===== src/rtl/bcds_pkg.sv =====
package bcds_pkg;

	// Default timer width
	localparam int TIMER_WIDTH_DEF = 16;

	// Phase codes, also the mode output
	localparam logic [2:0] PH_IDLE     = 3'd0;
	localparam logic [2:0] PH_CHG      = 3'd1;
	localparam logic [2:0] PH_DIS      = 3'd2;
	localparam logic [2:0] PH_CHG_DONE = 3'd3;
	localparam logic [2:0] PH_DIS_DONE = 3'd4;

	// Event codes
	localparam logic [2:0] EV_NONE     = 3'd0;
	localparam logic [2:0] EV_OVERVOLT = 3'd1;
	localparam logic [2:0] EV_CHG_DONE = 3'd2;
	localparam logic [2:0] EV_UNDERVLT = 3'd3;
	localparam logic [2:0] EV_DIS_DONE = 3'd4;

	// Confirm timer slots
	localparam int CF_OVERVOLT = 0;
	localparam int CF_CHG_DONE = 1;
	localparam int CF_UNDERVLT = 2;
	localparam int CF_DIS_DONE = 3;
	localparam int CF_COUNT    = 4;

	// Configuration register indexes
	localparam int CFG_IDX_W = 3;
	localparam logic [CFG_IDX_W-1:0] CFG_BATTERY_TYPE  = 3'd0;
	localparam logic [CFG_IDX_W-1:0] CFG_HOLDOFF       = 3'd1;
	localparam logic [CFG_IDX_W-1:0] CFG_LIMIT_CONFIRM = 3'd2;
	localparam logic [CFG_IDX_W-1:0] CFG_CPLT_CONFIRM  = 3'd3;
	localparam logic [CFG_IDX_W-1:0] CFG_CURRENT_FLOOR = 3'd4;

	// Configuration reset values
	localparam logic [1:0]  RST_BATTERY_TYPE  = 2'd0;
	localparam logic [15:0] RST_HOLDOFF       = 16'd50000;
	localparam logic [15:0] RST_LIMIT_CONFIRM = 16'd50000;
	localparam logic [15:0] RST_CPLT_CONFIRM  = 16'd30000;
	localparam logic [15:0] RST_CURRENT_FLOOR = 16'd300;

	// Latched limit reset values
	localparam logic [15:0] RST_OVER_VOLT  = 16'd21000;
	localparam logic [15:0] RST_UNDER_VOLT = 16'd16000;
	localparam logic [15:0] RST_PWM_DUTY   = 16'd1200;

	typedef struct packed {
		logic [1:0]  battery_type;
		logic [15:0] holdoff_ms;
		logic [15:0] limit_confirm_ms;
		logic [15:0] complete_confirm_ms;
		logic [15:0] current_floor_ma;
	} cfg_t;

	typedef struct packed {
		logic [15:0] bat_volt_mv;
		logic [15:0] chg_current_ma;
		logic [15:0] dis_current_ma;
		logic        req_start_charge;
		logic        req_stop_charge;
		logic        req_start_discharge;
		logic        req_stop_discharge;
	} item_t;

	typedef struct packed {
		logic [2:0]  mode;
		logic        charge_on;
		logic        discharge_on;
		logic        fan_on;
		logic        charge_led;
		logic        discharge_led;
		logic        charge_volt_sel;
		logic [15:0] charge_pwm_duty;
		logic [2:0]  event_res;
	} result_t;

	typedef struct packed {
		logic        keep;
		logic        volt_sel;
		logic [15:0] chg_duty;
		logic [15:0] over_volt;
		logic [15:0] under_volt;
	} type_lim_t;

	// Per battery type limits; type 3 keeps the previous limits and duty
	function automatic type_lim_t type_limits(input logic [1:0] battery_type);
		type_lim_t lim;
		unique case (battery_type)
			2'd0: lim = '{1'b0, 1'b0, 16'd24000, 16'd21500, 16'd12000};
			2'd1: lim = '{1'b0, 1'b1, 16'd6000, 16'd17500, 16'd10000};
			2'd2: lim = '{1'b0, 1'b1, 16'd6000, 16'd15000, 16'd8500};
			default: lim = '{1'b1, 1'b0, 16'd0, 16'd0, 16'd0};
		endcase
		return lim;
	endfunction

endpackage


===== src/rtl/bcds_cfg_regs.sv =====
module bcds_cfg_regs (
	input  logic                           clk,
	input  logic                           arst_n,
	input  logic                           cfg_valid,
	output logic                           cfg_ready,
	input  logic [bcds_pkg::CFG_IDX_W-1:0] cfg_index,
	input  logic [15:0]                    cfg_data,
	output bcds_pkg::cfg_t                 cfg
);

	bcds_pkg::cfg_t cfg_q;

	// Always take a write transfer
	assign cfg_ready = 1'b1;
	assign cfg        = cfg_q;

	// Decode the register index; unknown indexes drop the write
	always_ff @(posedge clk or negedge arst_n) begin
		if (!arst_n) begin
			cfg_q.battery_type        <= bcds_pkg::RST_BATTERY_TYPE;
			cfg_q.holdoff_ms          <= bcds_pkg::RST_HOLDOFF;
			cfg_q.limit_confirm_ms    <= bcds_pkg::RST_LIMIT_CONFIRM;
			cfg_q.complete_confirm_ms <= bcds_pkg::RST_CPLT_CONFIRM;
			cfg_q.current_floor_ma    <= bcds_pkg::RST_CURRENT_FLOOR;
		end else if (cfg_valid) begin
			unique case (cfg_index)
				bcds_pkg::CFG_BATTERY_TYPE:  cfg_q.battery_type <= cfg_data[1:0];
				bcds_pkg::CFG_HOLDOFF:       cfg_q.holdoff_ms <= cfg_data;
				bcds_pkg::CFG_LIMIT_CONFIRM: cfg_q.limit_confirm_ms <= cfg_data;
				bcds_pkg::CFG_CPLT_CONFIRM:  cfg_q.complete_confirm_ms <= cfg_data;
				bcds_pkg::CFG_CURRENT_FLOOR: cfg_q.current_floor_ma <= cfg_data;
				default: ;
			endcase
		end
	end

endmodule


===== src/rtl/bcds_confirm.sv =====
module bcds_confirm #(
	parameter int TIMER_WIDTH = bcds_pkg::TIMER_WIDTH_DEF
) (
	input  logic                   cond,
	input  logic                   waiting,
	input  logic [TIMER_WIDTH-1:0] timer,
	input  logic [15:0]            limit,
	output logic                   nxt_waiting,
	output logic [TIMER_WIDTH-1:0] nxt_timer,
	output logic                   fire
);

	logic [TIMER_WIDTH-1:0] timer_inc;

	// Saturating increment
	assign timer_inc = (timer == {TIMER_WIDTH{1'b1}}) ? timer : timer + TIMER_WIDTH'(1);

	// Arm on the first tick, count after, fire and clear at the limit
	always_comb begin
		nxt_waiting = 1'b0;
		nxt_timer   = '0;
		fire        = 1'b0;
		if (cond) begin
			if (!waiting) begin
				nxt_waiting = 1'b1;
			end else if (timer_inc >= TIMER_WIDTH'(limit)) begin
				fire = 1'b1;
			end else begin
				nxt_waiting = 1'b1;
				nxt_timer   = timer_inc;
			end
		end
	end

endmodule


===== src/rtl/bcds_core.sv =====
module bcds_core #(
	parameter int TIMER_WIDTH = bcds_pkg::TIMER_WIDTH_DEF
) (
	input  logic              clk,
	input  logic              arst_n,
	input  logic              step,
	input  bcds_pkg::item_t   item,
	input  bcds_pkg::cfg_t    cfg,
	output bcds_pkg::result_t res
);

	localparam int NCF = bcds_pkg::CF_COUNT;

	// Supervisor state
	logic [2:0]             phase_q;
	logic [15:0]            ov_q;
	logic [15:0]            uv_q;
	logic [15:0]            duty_q;
	logic                   vsel_q;
	logic                   led_c_q;
	logic                   led_d_q;
	logic [TIMER_WIDTH-1:0] elapsed_q;
	logic [NCF-1:0]         wait_q;
	logic [TIMER_WIDTH-1:0] tmr_q [NCF];

	// Next values
	logic [2:0]             ph_req;
	logic                   fresh;
	logic [15:0]            ov_n;
	logic [15:0]            uv_n;
	logic [15:0]            duty_n;
	logic                   vsel_n;
	bcds_pkg::type_lim_t    lim;
	logic [2:0]             phase_n;
	logic [2:0]             ev_n;
	logic                   led_c_n;
	logic                   led_d_n;
	logic [TIMER_WIDTH-1:0] elapsed_n;
	logic [TIMER_WIDTH-1:0] elapsed_inc;
	logic [NCF-1:0]         wait_n;
	logic [TIMER_WIDTH-1:0] tmr_n [NCF];

	// Confirm cell connections
	logic [NCF-1:0]         base_wait;
	logic [TIMER_WIDTH-1:0] base_tmr [NCF];
	logic [NCF-1:0]         cf_cond;
	logic [15:0]            cf_limit [NCF];
	logic [NCF-1:0]         cf_wait;
	logic [TIMER_WIDTH-1:0] cf_tmr [NCF];
	logic [NCF-1:0]         cf_fire;
	logic                   checks_on;

	assign lim = bcds_pkg::type_limits(cfg.battery_type);

	// Handle requests in order: stop discharge, stop charge, start charge, start discharge
	always_comb begin
		ph_req = phase_q;
		fresh  = 1'b0;
		ov_n   = ov_q;
		uv_n   = uv_q;
		duty_n = duty_q;
		vsel_n = vsel_q;
		if (item.req_stop_discharge &&
		    (ph_req == bcds_pkg::PH_DIS || ph_req == bcds_pkg::PH_DIS_DONE)) begin
			ph_req = bcds_pkg::PH_IDLE;
		end
		if (item.req_stop_charge &&
		    (ph_req == bcds_pkg::PH_CHG || ph_req == bcds_pkg::PH_CHG_DONE)) begin
			ph_req = bcds_pkg::PH_IDLE;
		end
		if (item.req_start_charge && ph_req == bcds_pkg::PH_IDLE) begin
			vsel_n = lim.volt_sel;
			if (!lim.keep) begin
				ov_n   = lim.over_volt;
				uv_n   = lim.under_volt;
				duty_n = lim.chg_duty;
			end
			ph_req = bcds_pkg::PH_CHG;
			fresh  = 1'b1;
		end
		if (item.req_start_discharge && ph_req == bcds_pkg::PH_IDLE) begin
			ph_req = bcds_pkg::PH_DIS;
			fresh  = 1'b1;
		end
	end

	// A start clears the confirm timers before they are evaluated
	assign base_wait = fresh ? '0 : wait_q;

	// Confirm conditions per slot, against the limits latched on this tick
	assign cf_cond[bcds_pkg::CF_OVERVOLT] = (item.bat_volt_mv >= ov_n) &&
		(item.chg_current_ma > cfg.current_floor_ma);
	assign cf_cond[bcds_pkg::CF_CHG_DONE] = (item.chg_current_ma <= cfg.current_floor_ma);
	assign cf_cond[bcds_pkg::CF_UNDERVLT] = (item.bat_volt_mv <= uv_q) &&
		(item.dis_current_ma > cfg.current_floor_ma);
	assign cf_cond[bcds_pkg::CF_DIS_DONE] = (item.dis_current_ma <= cfg.current_floor_ma);

	assign cf_limit[bcds_pkg::CF_OVERVOLT] = cfg.limit_confirm_ms;
	assign cf_limit[bcds_pkg::CF_CHG_DONE] = cfg.complete_confirm_ms;
	assign cf_limit[bcds_pkg::CF_UNDERVLT] = cfg.limit_confirm_ms;
	assign cf_limit[bcds_pkg::CF_DIS_DONE] = cfg.complete_confirm_ms;

	genvar gi;
	generate
		for (gi = 0; gi < NCF; gi++) begin : g_cf
			assign base_tmr[gi] = fresh ? '0 : tmr_q[gi];

			bcds_confirm #(
				.TIMER_WIDTH (TIMER_WIDTH)
			) u_confirm (
				.cond        (cf_cond[gi]),
				.waiting     (base_wait[gi]),
				.timer       (base_tmr[gi]),
				.limit       (cf_limit[gi]),
				.nxt_waiting (cf_wait[gi]),
				.nxt_timer   (cf_tmr[gi]),
				.fire        (cf_fire[gi])
			);
		end
	endgenerate

	// Advance the phase clock, saturating
	assign elapsed_inc = (elapsed_q == {TIMER_WIDTH{1'b1}}) ?
		elapsed_q : elapsed_q + TIMER_WIDTH'(1);

	always_comb begin
		elapsed_n = elapsed_q;
		if (fresh) begin
			elapsed_n = '0;
		end else if (ph_req == bcds_pkg::PH_CHG || ph_req == bcds_pkg::PH_DIS) begin
			elapsed_n = elapsed_inc;
		end
	end

	assign checks_on = (elapsed_n >= TIMER_WIDTH'(cfg.holdoff_ms));

	// Run the phase: lamps, confirm timers and completion
	always_comb begin
		phase_n = ph_req;
		ev_n    = bcds_pkg::EV_NONE;
		led_c_n = led_c_q;
		led_d_n = led_d_q;
		wait_n  = base_wait;
		tmr_n   = base_tmr;
		unique case (ph_req)
			bcds_pkg::PH_IDLE: begin
				led_c_n = 1'b0;
				led_d_n = 1'b0;
				wait_n  = '0;
				for (int k = 0; k < NCF; k++) begin
					tmr_n[k] = '0;
				end
			end
			bcds_pkg::PH_CHG: begin
				led_c_n = 1'b1;
				led_d_n = 1'b0;
				if (checks_on) begin
					wait_n[bcds_pkg::CF_OVERVOLT] = cf_wait[bcds_pkg::CF_OVERVOLT];
					wait_n[bcds_pkg::CF_CHG_DONE] = cf_wait[bcds_pkg::CF_CHG_DONE];
					tmr_n[bcds_pkg::CF_OVERVOLT]  = cf_tmr[bcds_pkg::CF_OVERVOLT];
					tmr_n[bcds_pkg::CF_CHG_DONE]  = cf_tmr[bcds_pkg::CF_CHG_DONE];
					if (cf_fire[bcds_pkg::CF_OVERVOLT]) begin
						phase_n = bcds_pkg::PH_IDLE;
						ev_n    = bcds_pkg::EV_OVERVOLT;
					end
					if (cf_fire[bcds_pkg::CF_CHG_DONE]) begin
						phase_n = bcds_pkg::PH_CHG_DONE;
						ev_n    = bcds_pkg::EV_CHG_DONE;
					end
				end
			end
			bcds_pkg::PH_DIS: begin
				led_c_n = 1'b0;
				led_d_n = 1'b1;
				if (checks_on) begin
					wait_n[bcds_pkg::CF_UNDERVLT] = cf_wait[bcds_pkg::CF_UNDERVLT];
					wait_n[bcds_pkg::CF_DIS_DONE] = cf_wait[bcds_pkg::CF_DIS_DONE];
					tmr_n[bcds_pkg::CF_UNDERVLT]  = cf_tmr[bcds_pkg::CF_UNDERVLT];
					tmr_n[bcds_pkg::CF_DIS_DONE]  = cf_tmr[bcds_pkg::CF_DIS_DONE];
					if (cf_fire[bcds_pkg::CF_UNDERVLT]) begin
						phase_n = bcds_pkg::PH_IDLE;
						ev_n    = bcds_pkg::EV_UNDERVLT;
					end
					if (cf_fire[bcds_pkg::CF_DIS_DONE]) begin
						phase_n = bcds_pkg::PH_DIS_DONE;
						ev_n    = bcds_pkg::EV_DIS_DONE;
					end
				end
			end
			default: begin
				// Complete phases drop back to idle, lamps hold
				phase_n = bcds_pkg::PH_IDLE;
			end
		endcase
	end

	// Commit state on each processed item
	always_ff @(posedge clk or negedge arst_n) begin
		if (!arst_n) begin
			phase_q   <= bcds_pkg::PH_IDLE;
			ov_q      <= bcds_pkg::RST_OVER_VOLT;
			uv_q      <= bcds_pkg::RST_UNDER_VOLT;
			duty_q    <= bcds_pkg::RST_PWM_DUTY;
			vsel_q    <= 1'b0;
			led_c_q   <= 1'b0;
			led_d_q   <= 1'b0;
			elapsed_q <= '0;
			wait_q    <= '0;
			for (int k = 0; k < NCF; k++) begin
				tmr_q[k] <= '0;
			end
		end else if (step) begin
			phase_q   <= phase_n;
			ov_q      <= ov_n;
			uv_q      <= uv_n;
			duty_q    <= duty_n;
			vsel_q    <= vsel_n;
			led_c_q   <= led_c_n;
			led_d_q   <= led_d_n;
			elapsed_q <= elapsed_n;
			wait_q    <= wait_n;
			tmr_q     <= tmr_n;
		end
	end

	// Build the result for this tick
	always_comb begin
		res.mode            = phase_n;
		res.charge_on       = (phase_n == bcds_pkg::PH_CHG);
		res.discharge_on    = (phase_n == bcds_pkg::PH_DIS);
		res.fan_on          = (phase_n == bcds_pkg::PH_DIS);
		res.charge_led      = led_c_n;
		res.discharge_led   = led_d_n;
		res.charge_volt_sel = vsel_n;
		res.charge_pwm_duty = duty_n;
		res.event_res       = ev_n;
	end

`ifndef SYNTH
	a_done_mode: assert property (@(posedge clk) disable iff (!arst_n)
		step && (ev_n == bcds_pkg::EV_CHG_DONE || ev_n == bcds_pkg::EV_DIS_DONE) |->
		(phase_n == bcds_pkg::PH_CHG_DONE || phase_n == bcds_pkg::PH_DIS_DONE))
		else $error("completion event without complete phase");

	a_done_leaves: assert property (@(posedge clk) disable iff (!arst_n)
		step && (phase_q == bcds_pkg::PH_CHG_DONE || phase_q == bcds_pkg::PH_DIS_DONE) |=>
		(phase_q != bcds_pkg::PH_CHG_DONE && phase_q != bcds_pkg::PH_DIS_DONE))
		else $error("complete phase held past one tick");

	a_idle_wait: assert property (@(posedge clk) disable iff (!arst_n)
		!wait_q[bcds_pkg::CF_OVERVOLT] |-> (tmr_q[bcds_pkg::CF_OVERVOLT] == '0))
		else $error("disarmed confirm timer not cleared");

	a_stop_event: assert property (@(posedge clk) disable iff (!arst_n)
		step && (ev_n == bcds_pkg::EV_OVERVOLT || ev_n == bcds_pkg::EV_UNDERVLT) |->
		(phase_n == bcds_pkg::PH_IDLE))
		else $error("limit stop left phase active");
`endif

endmodule


===== src/rtl/battery_charge_discharge_supervisor.sv =====
// Path: an accepted input passes the input register, then the result register, which holds
// its result until it transfers. Throughput: one tick per cycle while results drain; the
// single-pass step logic takes one item each clock unless the result register stalls.
// A stalled result register holds one item while the input register takes the next.
// Reset (arst_n low, asynchronous): phase idle, default limits and registers, timers cleared,
// both channels empty.
module battery_charge_discharge_supervisor #(
	parameter int TIMER_WIDTH = bcds_pkg::TIMER_WIDTH_DEF
) (
	input  logic                           clk,
	input  logic                           arst_n,

	input  logic                           in_valid,
	output logic                           in_ready,
	input  logic [15:0]                    bat_volt_mv,
	input  logic [15:0]                    chg_current_ma,
	input  logic [15:0]                    dis_current_ma,
	input  logic                           req_start_charge,
	input  logic                           req_stop_charge,
	input  logic                           req_start_discharge,
	input  logic                           req_stop_discharge,

	output logic                           out_valid,
	input  logic                           out_ready,
	output logic [2:0]                     mode,
	output logic                           charge_on,
	output logic                           discharge_on,
	output logic                           fan_on,
	output logic                           charge_led,
	output logic                           discharge_led,
	output logic                           charge_volt_sel,
	output logic [15:0]                    charge_pwm_duty,
	output logic [2:0]                     event_res,

	input  logic                           cfg_valid,
	output logic                           cfg_ready,
	input  logic [bcds_pkg::CFG_IDX_W-1:0] cfg_index,
	input  logic [15:0]                    cfg_data
);

	bcds_pkg::cfg_t    cfg;
	bcds_pkg::item_t   item_s1;
	logic              valid_s1;
	bcds_pkg::result_t res;
	bcds_pkg::result_t res_q;
	logic              out_valid_q;
	logic              advance;
	logic              step;

	bcds_cfg_regs u_cfg (
		.clk       (clk),
		.arst_n    (arst_n),
		.cfg_valid (cfg_valid),
		.cfg_ready (cfg_ready),
		.cfg_index (cfg_index),
		.cfg_data  (cfg_data),
		.cfg       (cfg)
	);

	// Move an item on when the result register is free or being drained
	assign advance  = !out_valid_q || out_ready;
	assign step     = valid_s1 && advance;
	assign in_ready = !valid_s1 || advance;

	// Input register
	always_ff @(posedge clk or negedge arst_n) begin
		if (!arst_n) begin
			valid_s1 <= 1'b0;
		end else if (in_ready) begin
			valid_s1 <= in_valid;
		end
	end

	always_ff @(posedge clk) begin
		if (in_ready && in_valid) begin
			item_s1 <= '{bat_volt_mv, chg_current_ma, dis_current_ma, req_start_charge,
				req_stop_charge, req_start_discharge, req_stop_discharge};
		end
	end

	bcds_core #(
		.TIMER_WIDTH (TIMER_WIDTH)
	) u_core (
		.clk    (clk),
		.arst_n (arst_n),
		.step   (step),
		.item   (item_s1),
		.cfg    (cfg),
		.res    (res)
	);

	// Result register
	always_ff @(posedge clk or negedge arst_n) begin
		if (!arst_n) begin
			out_valid_q <= 1'b0;
		end else if (advance) begin
			out_valid_q <= valid_s1;
		end
	end

	always_ff @(posedge clk) begin
		if (step) begin
			res_q <= res;
		end
	end

	assign out_valid       = out_valid_q;
	assign mode            = res_q.mode;
	assign charge_on       = res_q.charge_on;
	assign discharge_on    = res_q.discharge_on;
	assign fan_on          = res_q.fan_on;
	assign charge_led      = res_q.charge_led;
	assign discharge_led   = res_q.discharge_led;
	assign charge_volt_sel = res_q.charge_volt_sel;
	assign charge_pwm_duty = res_q.charge_pwm_duty;
	assign event_res       = res_q.event_res;

`ifndef SYNTH
	a_stall_blocks: assert property (@(posedge clk) disable iff (!arst_n)
		valid_s1 && out_valid_q && !out_ready |-> !in_ready)
		else $error("input taken while both stages are full");
`endif

endmodule


===== config.mk =====
export PLATFORM = sky130hd
export DESIGN_NAME = battery_charge_discharge_supervisor
export DESIGN_NICKNAME = d
export VERILOG_FILES = /design/src/rtl/bcds_pkg.sv /design/src/rtl/bcds_cfg_regs.sv /design/src/rtl/bcds_confirm.sv /design/src/rtl/bcds_core.sv /design/src/rtl/battery_charge_discharge_supervisor.sv
export SDC_FILE = /design/constraint.sdc
export NUM_CORES = 1
export LEC_CHECK = 0
export ABC_AREA = 1
export BUFFER_PORTS_ARGS = -buffer_cell sky130_fd_sc_hd__buf_2
export CAP_MARGIN = 0
export CORE_MARGIN = 1
export CORE_UTILIZATION = 46
export DETAILED_ROUTE_END_ITERATION = 7
export PLACE_DENSITY = 0.65
export REMOVE_ABC_BUFFERS = 1
export SYNTH_ARGS = -nofsm -noshare
export SYNTH_HDL_FRONTEND = slang
export SYNTH_SLANG_ARGS = --single-unit

===== constraint.sdc =====
create_clock -name clk -period 4.8 [get_ports clk]
set_clock_uncertainty 0.2 [all_clocks]
set_input_delay 0.48 -clock clk [delete_from_list [all_inputs] [get_ports clk]]
set_output_delay 0.48 -clock clk [all_outputs]
set_load 0.03 [all_outputs]

==> results of run 1 <==
## cells by family (layout without fill, tap and decap cells)
group                    count (synthesis)  after routing
other                                    1              2
flip-flops                             277            277
AND/OR/NAND/NOR                       1131           1131
buffers and inverters                  388            577
XOR/XNOR                                29             29
AO/OA/AOI/OAI                          458            459
adder cells (fa/ha/maj)                148            148
## repair_timing
action / CTS / global route
hold endpoints to repair: 113 / 0
hold buffers: 55 / 0
buffers inserted: 0 / 6
endpoints found under the setup margin: 0 / 77
gates resized for setup: 0 / 59
## cells in the final DEF (no fill, tap or decap), types with 41 or more instances in the layout
| cell | n |
|---|---|
| nor2_1 | 229 |
| inv_1 | 287 |
| buf_4 | 41 |
| edfxtp_1 | 79 |
| dfrtp_1 | 161 |
| nand2_1 | 670 |
| ha_1 | 147 |
| o21ai_0 | 218 |
| nand3_1 | 117 |
| dlygate4sd3_1 | 55 |
| a21oi_1 | 205 |
| buf_2 | 104 |
## power breakdown
group / switching [mW] / internal, mW / leakage, nW
Combinational: 4.29 / 2.22 / 6.67
Clock: 1.10 / 1.60 / 0.582
Sequential: 0.476 / 3.12 / 3.16
## through the flow
| step | util [%] | hold WS [ns] | cells |
|---|---|---|---|
| floorplan | - | -0.0156 | 2342 |
| global placement | 49.8 | 0.237 | 3013 |
| detailed placement | 49.8 | 0.243 | 3013 |
| CTS | 54.3 | 0.0473 | 3132 |
| global route | 55.1 | 0.0767 | 3140 |
| finish | 55.1 | 0.0674 | 3141 |
## critical path, delay by kind of cell (launching register included)
kind | cells | cell delay [ns]
simple gates | 18 | 2.07
compound gates | 5 | 0.83
flops | 1 | 0.45
fa+ha+maj | 2 | 0.45
buf+inv | 4 | 0.42
## sequential cells by signal, indices dropped and copies added (netlist names), 3 cells and up
name	count
u_core.wait_q	4
charge_pwm_duty	16
u_core.tmr_q	64
u_core.ov_q	16
mode	3
u_core.duty_q	16
event_res	3
u_core.elapsed_q	16
item_s1	52
u_core.phase_q	3
u_core.uv_q	8
u_cfg.cfg	66
## worst max-delay path by stage
stage	startpoint	end	slack (ns)	depth (start not counted)
after detailed placement	u_core.phase_q[0]	u_core.tmr_q[30]	0.18	29
after CTS	u_core.phase_q[0]	u_core.tmr_q[30]	0.14	29
after floorplan	u_core.phase_q[0]	u_core.wait_q[1]	-1.97	23
after global placement	u_core.phase_q[0]	u_core.tmr_q[30]	0.31	29
after global routing	u_core.phase_q[0]	u_core.tmr_q[49]	-0.03	30
final	u_core.phase_q[0]	u_core.tmr_q[49]	0.24	29
## routing by layer
layer  track usage (%)  part of all wire, %
met1              35.9                   45
met2              43.2                   46
met3              3.44                  5.7
met4              8.26                  2.8
met5                 0                0.037
## area by class of cell
type | instances | area [um^2] | share of cell area (%)
multi-input cells | 1768 | 9340 | 43.8
flip-flops and latches | 277 | 7370 | 34.6
repair buffers | 215 | 1630 | 7.65
inverters | 298 | 1130 | 5.29
clock buffers | 50 | 1010 | 4.75
well taps | 518 | 648 | 3.04
clock inverters | 14 | 171 | 0.805
diodes | 1 | 2.50 | 0.0117
==> summary.txt, run 1 <==
Min path
  – Hold Path Sink: u_cfg.cfg[55]
  – Hold Path Depth: 3
  – Hold Crit Class: input port to register
  – Hold Crit Start: cfg_data[7]

Place
  – Dpl cell area: 19200 um^2
  – RePlAce Congestion: a little over 0.9
  – Place WS: roughly 0.18 ns
  – # port buffers: 105
  – Final HPWL DP: between 30 and 40 mm

Synth
  – #FFs+latches synth: around 280
  – Post-synth top flop: dfrtp_1
  – Post-synth top cells: nand2_1, inv_1, nor2_1, o21ai_0, a21oi_1
  – Yosys Warn Count: 0
  – Post-Synth XOR/XNOR Area: roughly 1.4%
  – Avg Cell Area, Syn: between 7 and 8 um^2
  – Mapped Cells: 2432
  – Seq/Total Area, Yosys: between 40% and 50%
  – Largest cells by area after synthesis: dfrtp_1, nand2_1, edfxtp_1
  – Simple-gate portion of the synthesized area: about a quarter
  – EDFF count, synth: between 70 and 80
  – Fraction of registers with async set/reset: a little under three quarters
  – Post-synthesis compound-gate area fraction: between 10% and 20%
  – Most area-hungry cell type in the Yosys netlist: dfrtp_1
  – Largest family of logic cells by synthesized area: simple AND/OR/NAND/NOR gates
  – Count leader, synth: nand2_1
  – Post-synthesis mux area share: 0%
  – Post-Syn Area: 18000 um^2
  – Synth top area share: 22.6%
  – Synth unique cells: 46
  – Synth Area in Adders: approximately a tenth

Timing
  – TNS Setup: 0 ns
  – Tmin final: around 4.6 ns
  – F_max: 0.219 GHz
  – Slew Limit Fails: 0
  – Final WS setup: roughly 0.24 ns
  – Final period utilization: between 90% and 100%
  – RSZ-0062 raised after global routing: true
  – Setup violations, final: 0
  – Fin. Hold Viols: 0
  – Max-Slew Margin vs Limit: around 27%
  – Slew @ Worst Pin: between 1 and 1.5 ns

GRT
  – Initial antenna violation count: 1
  – Largest net degree at the start of global routing: 82
  – Total grt overflow: 0
  – Vias in the first global route: about 16000
  – GRT Total Usage: 26.3%
  – First-pass GRT wire length: ~83 mm

Floorplan
  – Core box area: between 30000 and 40000 um^2
  – # IOs: 107
  – Area of the die: ~40000 um^2
  – Num rows: 72
  – Die width: about 200 um
  – Chip height: about 200 um
  – Initial Util: between 40% and 50%

Final layout
  – Fin area: between 20000 and 25000 um^2
  – Layout Nets: approximately 2800
  – Layout cells sized above 1: about 12%
  – FILL cells: between 3000 and 4000
  – P&R area growth vs syn: 18.1%

Drt
  – DRC violations left: 0
  – First drt pass iteration count: 5
  – Vias per cell: 5.29
  – Final wirelength: slightly above 50 mm
  – Via count: between 15000 and 20000
  – ANT nets after route: 0
  – Wire per inst: between 15 and 20 um
  – Initial drt markers: roughly 1200

Worst setup path
  – CP max-delay cell: dfrtp_2
  – Reg2reg setup slack: 0.24 ns
  – Worst R2R Path Depth: 29
  – CP endpoint kind: register
  – Reg2Reg Capture Point: u_core.tmr_q[49]
  – R2R Path Start: u_core.phase_q[0]
  – Startpoint Class: register
  – Crit Path Class: register to register
  – CP max stage delay: between 0.4 and 0.5 ns
  – Worst EP required: 5.07 ns
  – CP most frequent cell: nand2_1
  – Critical Path Fanout Max: 16
  – Critical Path AT: slightly below 5 ns

Clocking
  – CTS Buffer Depth: 3
  – CTS tree: yes
  – Inserted Clock Buffers: 35
  – Clk pin slew, worst setup/hold paths: around 0.06 ns
  – H-tree Lvls: 2
  – CTS root buf: clkbuf_16
  – Clk sinks: 277
  – Clock Latency Late Sink: between 0.5 and 0.6 ns

Outcome
  – Run status: complete, no violations

Pwr
  – Pleak: 10.4 nW
  – Power per cell area: approximately 600 nW/um^2
  – Maximum vdd drop: around 0.45 mV
  – Total chip power: ~13 mW

Job
  – Max Cap Viol: 0
Power figures use the tool's default switching activity.
==> run 2: changes to the inputs <==
- CORE_UTILIZATION: 46 -> 56
- PLACE_DENSITY: 0.65 -> 0.77
==> summary.txt, run 2 (synthesis results as in run 1) <==
Worst setup path
  – CP most frequent cell: a21oi_1
  – CP max stage delay: around 0.45 ns
  – Startpoint Class: register
  – Critical Path Fanout Max: 30
  – CP endpoint kind: register
  – Levels on crit path: 27
  – Worst R2R Path Depth: 27
  – Worst EP required: approximately 5.0 ns
  – Critical path's top delay family: simple AND/OR/NAND/NOR gates
  – Worst Path Buf+Inv: 6
  – Crit Path Class: register to register
  – CP max-delay cell: dfrtp_2
  – Critical Path AT: slightly below 5 ns

Final layout
  – FILL cells: 2621
  – Most frequent cells in the layout: nand2_1, inv_1, nor2_1
  – Layout Nets: around 2800
  – Layout cells sized above 1: a little under an eighth
  – Fin area: ~21000 um^2
  – P&R area growth vs syn: 16.0%
  – Finished Core Util: between 60% and 70%
  – ANT cells: 0
  – Number of flip-flops in the largest register: between 60 and 70
  – Most common cell after layout, fill and taps aside: nand2_1

Pwr
  – Pleak: 10.3 nW
  – P_sw: about 5.8 mW
  – Int Power: about 6.7 mW
  – Sequential power share: about 29%
  – Power per cell area: roughly 600 nW/um^2
  – Clock power frac: 19.5%
  – Logic pwr share: 51.7%
  – Net Sw Frac: between 40% and 50%
  – Maximum vdd drop: about 0.44 mV

Clocking
  – Clk sinks: roughly 280
  – CTS Buffer Depth: 3
  – Inserted Clock Buffers: 31
  – CTS tree: yes
  – Clk pin slew, worst setup/hold paths: approximately 0.07 ns
  – Clock Latency Late Sink: 0.59 ns
  – CTS root buf: clkbuf_16
  – H-tree Lvls: 1

Timing
  – Final period utilization: between 90% and 100%
  – RSZ-0062 raised after global routing: true
  – F_max: approximately 0.21 GHz
  – Slew @ Worst Pin: between 1 and 1.5 ns
  – Slew Limit Fails: 0
  – Fin. Hold Viols: 0
  – Tmin final: between 4 and 5 ns
  – Max-Slew Margin vs Limit: 20.2%
  – Setup violations, final: 0
  – Final WS setup: 0.132 ns

Drt
  – Final wirelength: between 50 and 60 mm
  – First drt pass iteration count: 6
  – Wire per inst: about 17 um
  – Initial drt markers: 1685
  – Via count: ~17000
  – DRC violations left: 0
  – Vias per cell: 5.73
  – ANT nets after route: 0

Outcome
  – Run status: complete, no violations

Floorplan
  – Die width: roughly 180 um
  – Chip height: 182 um
  – Num rows: between 60 and 70
  – Initial Util: 57.0%
  – Core box area: roughly 32000 um^2
  – Area of the die: about 33000 um^2
  – # IOs: between 100 and 150

GRT
  – Total grt overflow: 0
  – Largest net degree at the start of global routing: between 100 and 150
  – Vias in the first global route: roughly 16000
  – Initial antenna violation count: 1
  – First-pass GRT wire length: ~83 mm
  – GRT Total Usage: about 31%

Job
  – Max Cap Viol: 0

Place
  – Place WS: -0.00429 ns
  – RePlAce Congestion: approximately 0.95
  – Final HPWL DP: roughly 35 mm
  – # port buffers: ~110
  – Dpl cell area: approximately 19000 um^2

Min path
  – Hold Path Depth: 3
  – Hold Crit Class: input port to register
-- run 2: cell count changes in the layout (fill, tap and decap cells not counted), moves of 2 or more --
cell,delta
clkbuf_1,+3
nand2_1,-2
buf_4,-9
clkbuf_8,-7
clkinvlp_4,+2
clkinv_1,+2
bufinv_16,+2
inv_6,-2
nand2_2,+2
clkbuf_16,-5
inv_1,+2
-- run 2: through the flow --
| step | hold slack (ns) | setup TNS, ns | power [mW] | std cells |
|---|---|---|---|---|
| CTS | 0.0197 | 0 | 12.2 | 2996 |
| global route | 0.0545 | -0.291 | 13.5 | 3011 |
| detailed placement | 0.244 | -0.00429 | 9.69 | 2882 |
| global placement | 0.239 | 0 | 9.47 | 2882 |
| floorplan | -0.0156 | -130.37 | 7.81 | 2342 |
| finish | 0.0399 | 0 | 12.5 | 3011 |
-- run 2: layout make-up --
class / instances / area, um^2 / area share, %
flip-flops and latches: 277 / 7370 / 35.2
clock buffers: 42 / 827 / 3.95
well taps: 402 / 503 / 2.40
clock inverters: 16 / 201 / 0.962
multi-input cells: 1769 / 9360 / 44.7
repair buffers: 207 / 1550 / 7.42
inverters: 298 / 1120 / 5.37
-- run 2: worst min-delay path: cells and delay by family --
family          cells  cell delay (ns)
buf+inv             2             0.21
compound gates      1             0.10
-- run 2: final timing paths --
check / to / slack (ns) / startpoint
worst max-delay path: u_core.tmr_q[51] / 0.13 / u_core.phase_q[2]
worst min-delay path: u_cfg.cfg[21] / 0.04 / cfg_data[5]
worst max register to register: u_core.tmr_q[51] / 0.13 / u_core.phase_q[2]
worst min register to register: u_core.uv_q[12] / 0.26 / u_core.uv_q[12]
max in group asynchronous: u_core.phase_q[0] / 2.99 / arst_n
min in group asynchronous: u_core.elapsed_q[4] / 0.31 / arst_n
-- run 2: layer usage --
metal  global-route usage [%]  routed length, um  vias to the layer above
li1                         -                  -                     8243
met1                     42.1              21600                     8128
met2                     51.0              24000                      739
met3                     3.65               4170                      157
met4                     12.7               2140                        0
met5                        0                  0                        -
-- run 2: timing repair --
action,4_1_cts,5_1_grt
gates cloned,0,3
endpoints found under the setup margin,6,78
gates resized for setup,2,56
pin swaps,0,5
endpoints found under the hold margin,127,0
buffers inserted,0,12
hold buffers,56,0
-- run 2: power by group through the flow --
stage	Clock, mW	Combinational [mW]	Sequential (mW)
after detailed placement	0	6.08	3.61
after floorplan	0	4.24	3.57
after global placement	0	5.88	3.60
final	2.45	6.48	3.62
after CTS	2.46	6.17	3.58
after global routing	2.56	7.24	3.69
